===== src/sv/gcl_ram.sv =====
// gcl_ram: generic single write port, single read port ram with registered read
// no dependencies
`default_nettype none

module gcl_ram #(
  parameter int WIDTH = 32,
  parameter int DEPTH = 64
) (
  input  wire logic                     clk,
  input  wire logic                     we,
  input  wire logic [$clog2(DEPTH)-1:0] waddr,
  input  wire logic [WIDTH-1:0]         wdata,
  input  wire logic [$clog2(DEPTH)-1:0] raddr,
  output logic      [WIDTH-1:0]         rdata
);

  logic [WIDTH-1:0] mem [DEPTH];

  always_ff @(posedge clk) begin
    if (we) begin
      mem[waddr] <= wdata;
    end
    rdata <= mem[raddr];
  end

endmodule

`default_nettype wire


===== config.mk =====
export PLATFORM = sky130hd
export DESIGN_NAME = gcl_ram
export DESIGN_NICKNAME = d
export VERILOG_FILES = /design/src/sv/gcl_ram.sv
export SDC_FILE = /design/constraint.sdc
export NUM_CORES = 2
export LEC_CHECK = 0
export BUFFER_PORTS_ARGS = -buffer_cell sky130_fd_sc_hd__buf_2
export CAP_MARGIN = 40
export CELL_PAD_IN_SITES_DETAIL_PLACEMENT = 0
export CELL_PAD_IN_SITES_GLOBAL_PLACEMENT = 2
export CORE_UTILIZATION = 51
export CTS_CLUSTER_DIAMETER = 80
export CTS_CLUSTER_SIZE = 16
export DETAILED_ROUTE_END_ITERATION = 10
export MAX_ROUTING_LAYER = met4
export PLACE_DENSITY = 0.81
export SYNTH_ARGS = -nofsm -noshare
export SYNTH_HDL_FRONTEND = slang
export SYNTH_SLANG_ARGS = --single-unit

===== constraint.sdc =====
create_clock -name clk -period 4.5 [get_ports clk]
set_input_delay 0 -clock clk [delete_from_list [all_inputs] [get_ports clk]]
set_output_delay 0 -clock clk [all_outputs]
set_load 0.01 [all_outputs]

==> key figures <==
Routing
  • Starting DRT DRC Count: 4334
  • Via density: 6.34
  • DR pass1 iterations: 6
  • Vias: 36172
  • DRC Markers: 0
  • Post-route ant nets: 0
  • Routed WL: 183 mm
  • Wire per inst: 32.1 um

Worst setup path
  • Slowest stage delay, CP: 910 ps
  • Reg-to-reg slack, setup: 2350 ps
  • Setup crit end kind: flip-flop
  • Worst EP arrival: 2890 ps
  • Setup crit start kind: input port
  • Crit Reg-Reg Startpoint: mem[44][5]$_DFFE_PP_
  • Kind of critical path: input port to flip-flop
  • Req. time, crit path: 4960 ps
  • Critical path cell sequence: dlygate4sd3_1, buf_2, nor2b_1, nand2_1, nor2_4, buf_4
  • Reg2reg end: rdata[5]$_DFF_P_
  • Max stage delay cell, worst path: nor2_4
  • Crit-path max FO: 18
  • FF-to-FF path depth: 4

Logic synthesis
  • Synth warnings: 0
  • Synth Instances: 3324
  • Cell variety after synth: 34
  • Syn_nets: 3370
  • Post-synth top area share: 78.3%
  • Mean Syn Cell Area: 23.6 um2
  • Synth area leader: edfxtp_1
  • Syn Std Cell Area: 78500 um2
  • Seq/Total Area, Yosys: 79.1%
  • Leading cell types by total area after synthesis: edfxtp_1 (78%), mux4_2 (16%), mux2i_1 (1.2%), dfxtp_1 (0.82%), o22ai_1 (0.67%)
  • FF+latch count, synth: 2080

Global route
  • Largest net degree at the start of global routing: 84
  • Initial antenna violation count: 12
  • Tot GR Track Use: 24.6%
  • Met3 Track Usage GR: 4.76%
  • Met1 Usage GRT: 34.7%
  • GR peak layer: met2
  • First-pass GRT wire length: 264 mm
  • Vias in the first global route: 37011
  • Gr ovfl total: 0
  • Grt met2 use: 37.1%

Clocking
  • Inserted Clock Buffers: 148
  • Htree depth: 4
  • Sink Count: 2080
  • Clock Latency Late Sink: 800 ps
  • CTS Buffer Depth: 3
  • CTS tree: done
  • Reg clk slew, reported paths: 70 ps
  • Clk Tree Root Cell: clkbuf_16

Finish
  • Final cell count without fillers: 5704
  • Filler cell count: 10865
  • Fin nets: 3637
  • Multi-input gate area: 16000 um2
  • Share of cells above drive strength 1: 28.2%
  • Final instance area: 87800 um2
  • Register cell area after layout: 62100 um2
  • Area Growth Syn to Fin: 11.8%

STA
  • RSZ-0062 raised after global routing: false
  • # setup viols final: 0
  • Fin. Hold Viols: 0
  • Final Skew: 25.1 ps
  • Final Cycle Share: 53.9%
  • Fin crit period: 2430 ps
  • Worst slew pin tran: 922 ps
  • Slew Viols, Final: 0
  • Setup TNS: 0 ps
  • Rel. slew slack: 38.4%
  • Fmax: 0.412 GHz

Placed design
  • Post-DP Area: 83200 um2
  • Gpl congestion: 0.793
  • Hpwl dp: 108 mm
  • Buffers added on ports: 77
  • Placed cells: 5432

Power and ir drop
  • Clock share of power: 34.8%
  • Sw Pwr: 0.00747 W
  • Seq pwr share: 59.8%
  • Internal power: 0.0285 W
  • Peak supply drop: 401 uV
  • PD cells: 410 nW/um2
  • Switching Share: 20.7%
  • Pleak: 27.1 nW
  • Proportion of power drawn by combinational gates: 5.4%

Floorplanning
  • Core Region: 152000 um2
  • Die H: 394 um
  • Die area: 156000 um2
  • Floorplan row count: 143
  • Initial Util: 51.5%
  • Top Ports: 78
  • Die width: 394 um

Min path
  • Hold endpoint: mem[4][12]$_DFFE_PP_
  • Hold crit path type: input port to flip-flop
  • Hold Crit Start: wdata[12]
  • WHS Path Cells: 2

Job
  • Max-cap violations: 0

Status
  • Status: complete, no violations
## layout make-up
type	count	area share, %
Timing Repair Buffer	299	3.39
Multi-Input combinational cell	1062	18.2
Clock inverter	7	0.0912
Tap cell	2030	2.89
Antenna cell	8	0.0228
Sequential cell	2080	70.8
Clock buffer	218	4.66
## power by group through the flow
stage	clock (W)	combinational, W	sequential [W]
after floorplan	0	0.00104	0.0219
after global placement	0	0.00184	0.0220
after detailed placement	0	0.00194	0.0220
after CTS	0.0127	0.00197	0.0215
after global routing	0.0134	0.00206	0.0215
final	0.0125	0.00194	0.0215
## cell usage after synthesis
| master | count |
|---|---|
| o221ai_1 | 27 |
| a311oi_1 | 8 |
| a41o_1 | 4 |
| nor2b_1 | 15 |
| clkbuf_1 | 74 |
| o32ai_1 | 4 |
| or2_2 | 1 |
| nand4_1 | 2 |
| dfxtp_1 | 32 |
| or3_1 | 3 |
| nand4b_1 | 1 |
| mux4_2 | 544 |
| buf_2 | 57 |
| edfxtp_1 | 2048 |
| nor2_1 | 137 |
| buf_6 | 5 |
| or3b_2 | 3 |
| or2_1 | 1 |
| buf_4 | 25 |
| a21oi_1 | 62 |
| and2_1 | 2 |
| nand2_1 | 26 |
| and3_1 | 4 |
| nor3_1 | 7 |
| a31oi_1 | 1 |
| or2_0 | 1 |
| or3b_1 | 2 |
| nand3_1 | 5 |
| nand2b_1 | 8 |
| buf_1 | 21 |
| o22ai_1 | 84 |
| nand3b_1 | 5 |
| a22oi_1 | 12 |
| mux2i_1 | 93 |
## worst max-delay path by stage
stage                        start                    to  slack, ps  depth (start not counted)
after floorplan           waddr[3]  mem[48][0]$_DFFE_PP_       1340                          4
after global placement    raddr[2]      rdata[8]$_DFF_P_       1470                          7
after detailed placement  raddr[1]     rdata[15]$_DFF_P_       1610                          7
after CTS                 waddr[0]  mem[14][8]$_DFFE_PP_       2110                          6
after global routing      waddr[0]  mem[14][8]$_DFFE_PP_       1950                          6
final                     waddr[0]  mem[24][8]$_DFFE_PP_       2070                          6
## sequential cells by signal (all words and copies together) (netlist names)
signal	cells
mem	2048
rdata	32
## critical path, delay by kind of cell
kind / cells / cell delay [ps]
AND/OR/NAND/NOR: 3 / 1640
buffers and inverters: 3 / 1200
## what timing repair did
action                    4_1_cts  5_1_grt
hold buffers                   39        0
gates resized for setup         0        0
hold endpoints to repair     2145        0
buffers inserted                0        0
## layout by cell type, fill, tap and decap left out, types with 7 or more instances in the layout
cell	synthesis	routed
dfxtp_1	32	32
o221ai_1	27	27
buf_12	0	52
nor2_4	0	62
nand2_1	26	26
nand2b_1	8	7
clkbuf_16	0	154
buf_16	0	7
dlygate4sd3_1	0	39
edfxtp_1	2048	2048
buf_4	25	123
buf_2	57	74
a311oi_1	8	8
a22oi_1	12	12
mux4_2	544	544
nor2b_1	15	15
clkbuf_1	74	64
nor2_1	137	75
mux2i_1	93	93
a21oi_1	62	62
diode_2	0	8
o22ai_1	84	84
## stage by stage
| step | setup WS, ps | util (%) | power (W) | hold WS [ps] |
|---|---|---|---|---|
| after global placement | 1470 | 53.9 | 0.0238 | 395 |
| after global routing | 1950 | 57.6 | 0.0369 | 27.7 |
| after CTS | 2110 | 57.6 | 0.0362 | 2.46 |
| after floorplan | 1340 | - | 0.0230 | 98.9 |
| final | 2070 | 57.6 | 0.0360 | 65.6 |
| after detailed placement | 1610 | 54.6 | 0.0239 | 298 |
## layer usage
layer	vias up	share of wire, %
li1	14725	-
met1	19563	41
met2	1633	48
met3	251	8.8
met4	0	2.4
met5	-	0
## kinds of logic after synthesis
kind of cell	share of synthesized area [%]
compound gates	1.67
buf+inv	1.13
flops	79.1
mux	16.8
simple gates	1.27
(Power assumes the default switching activity.)
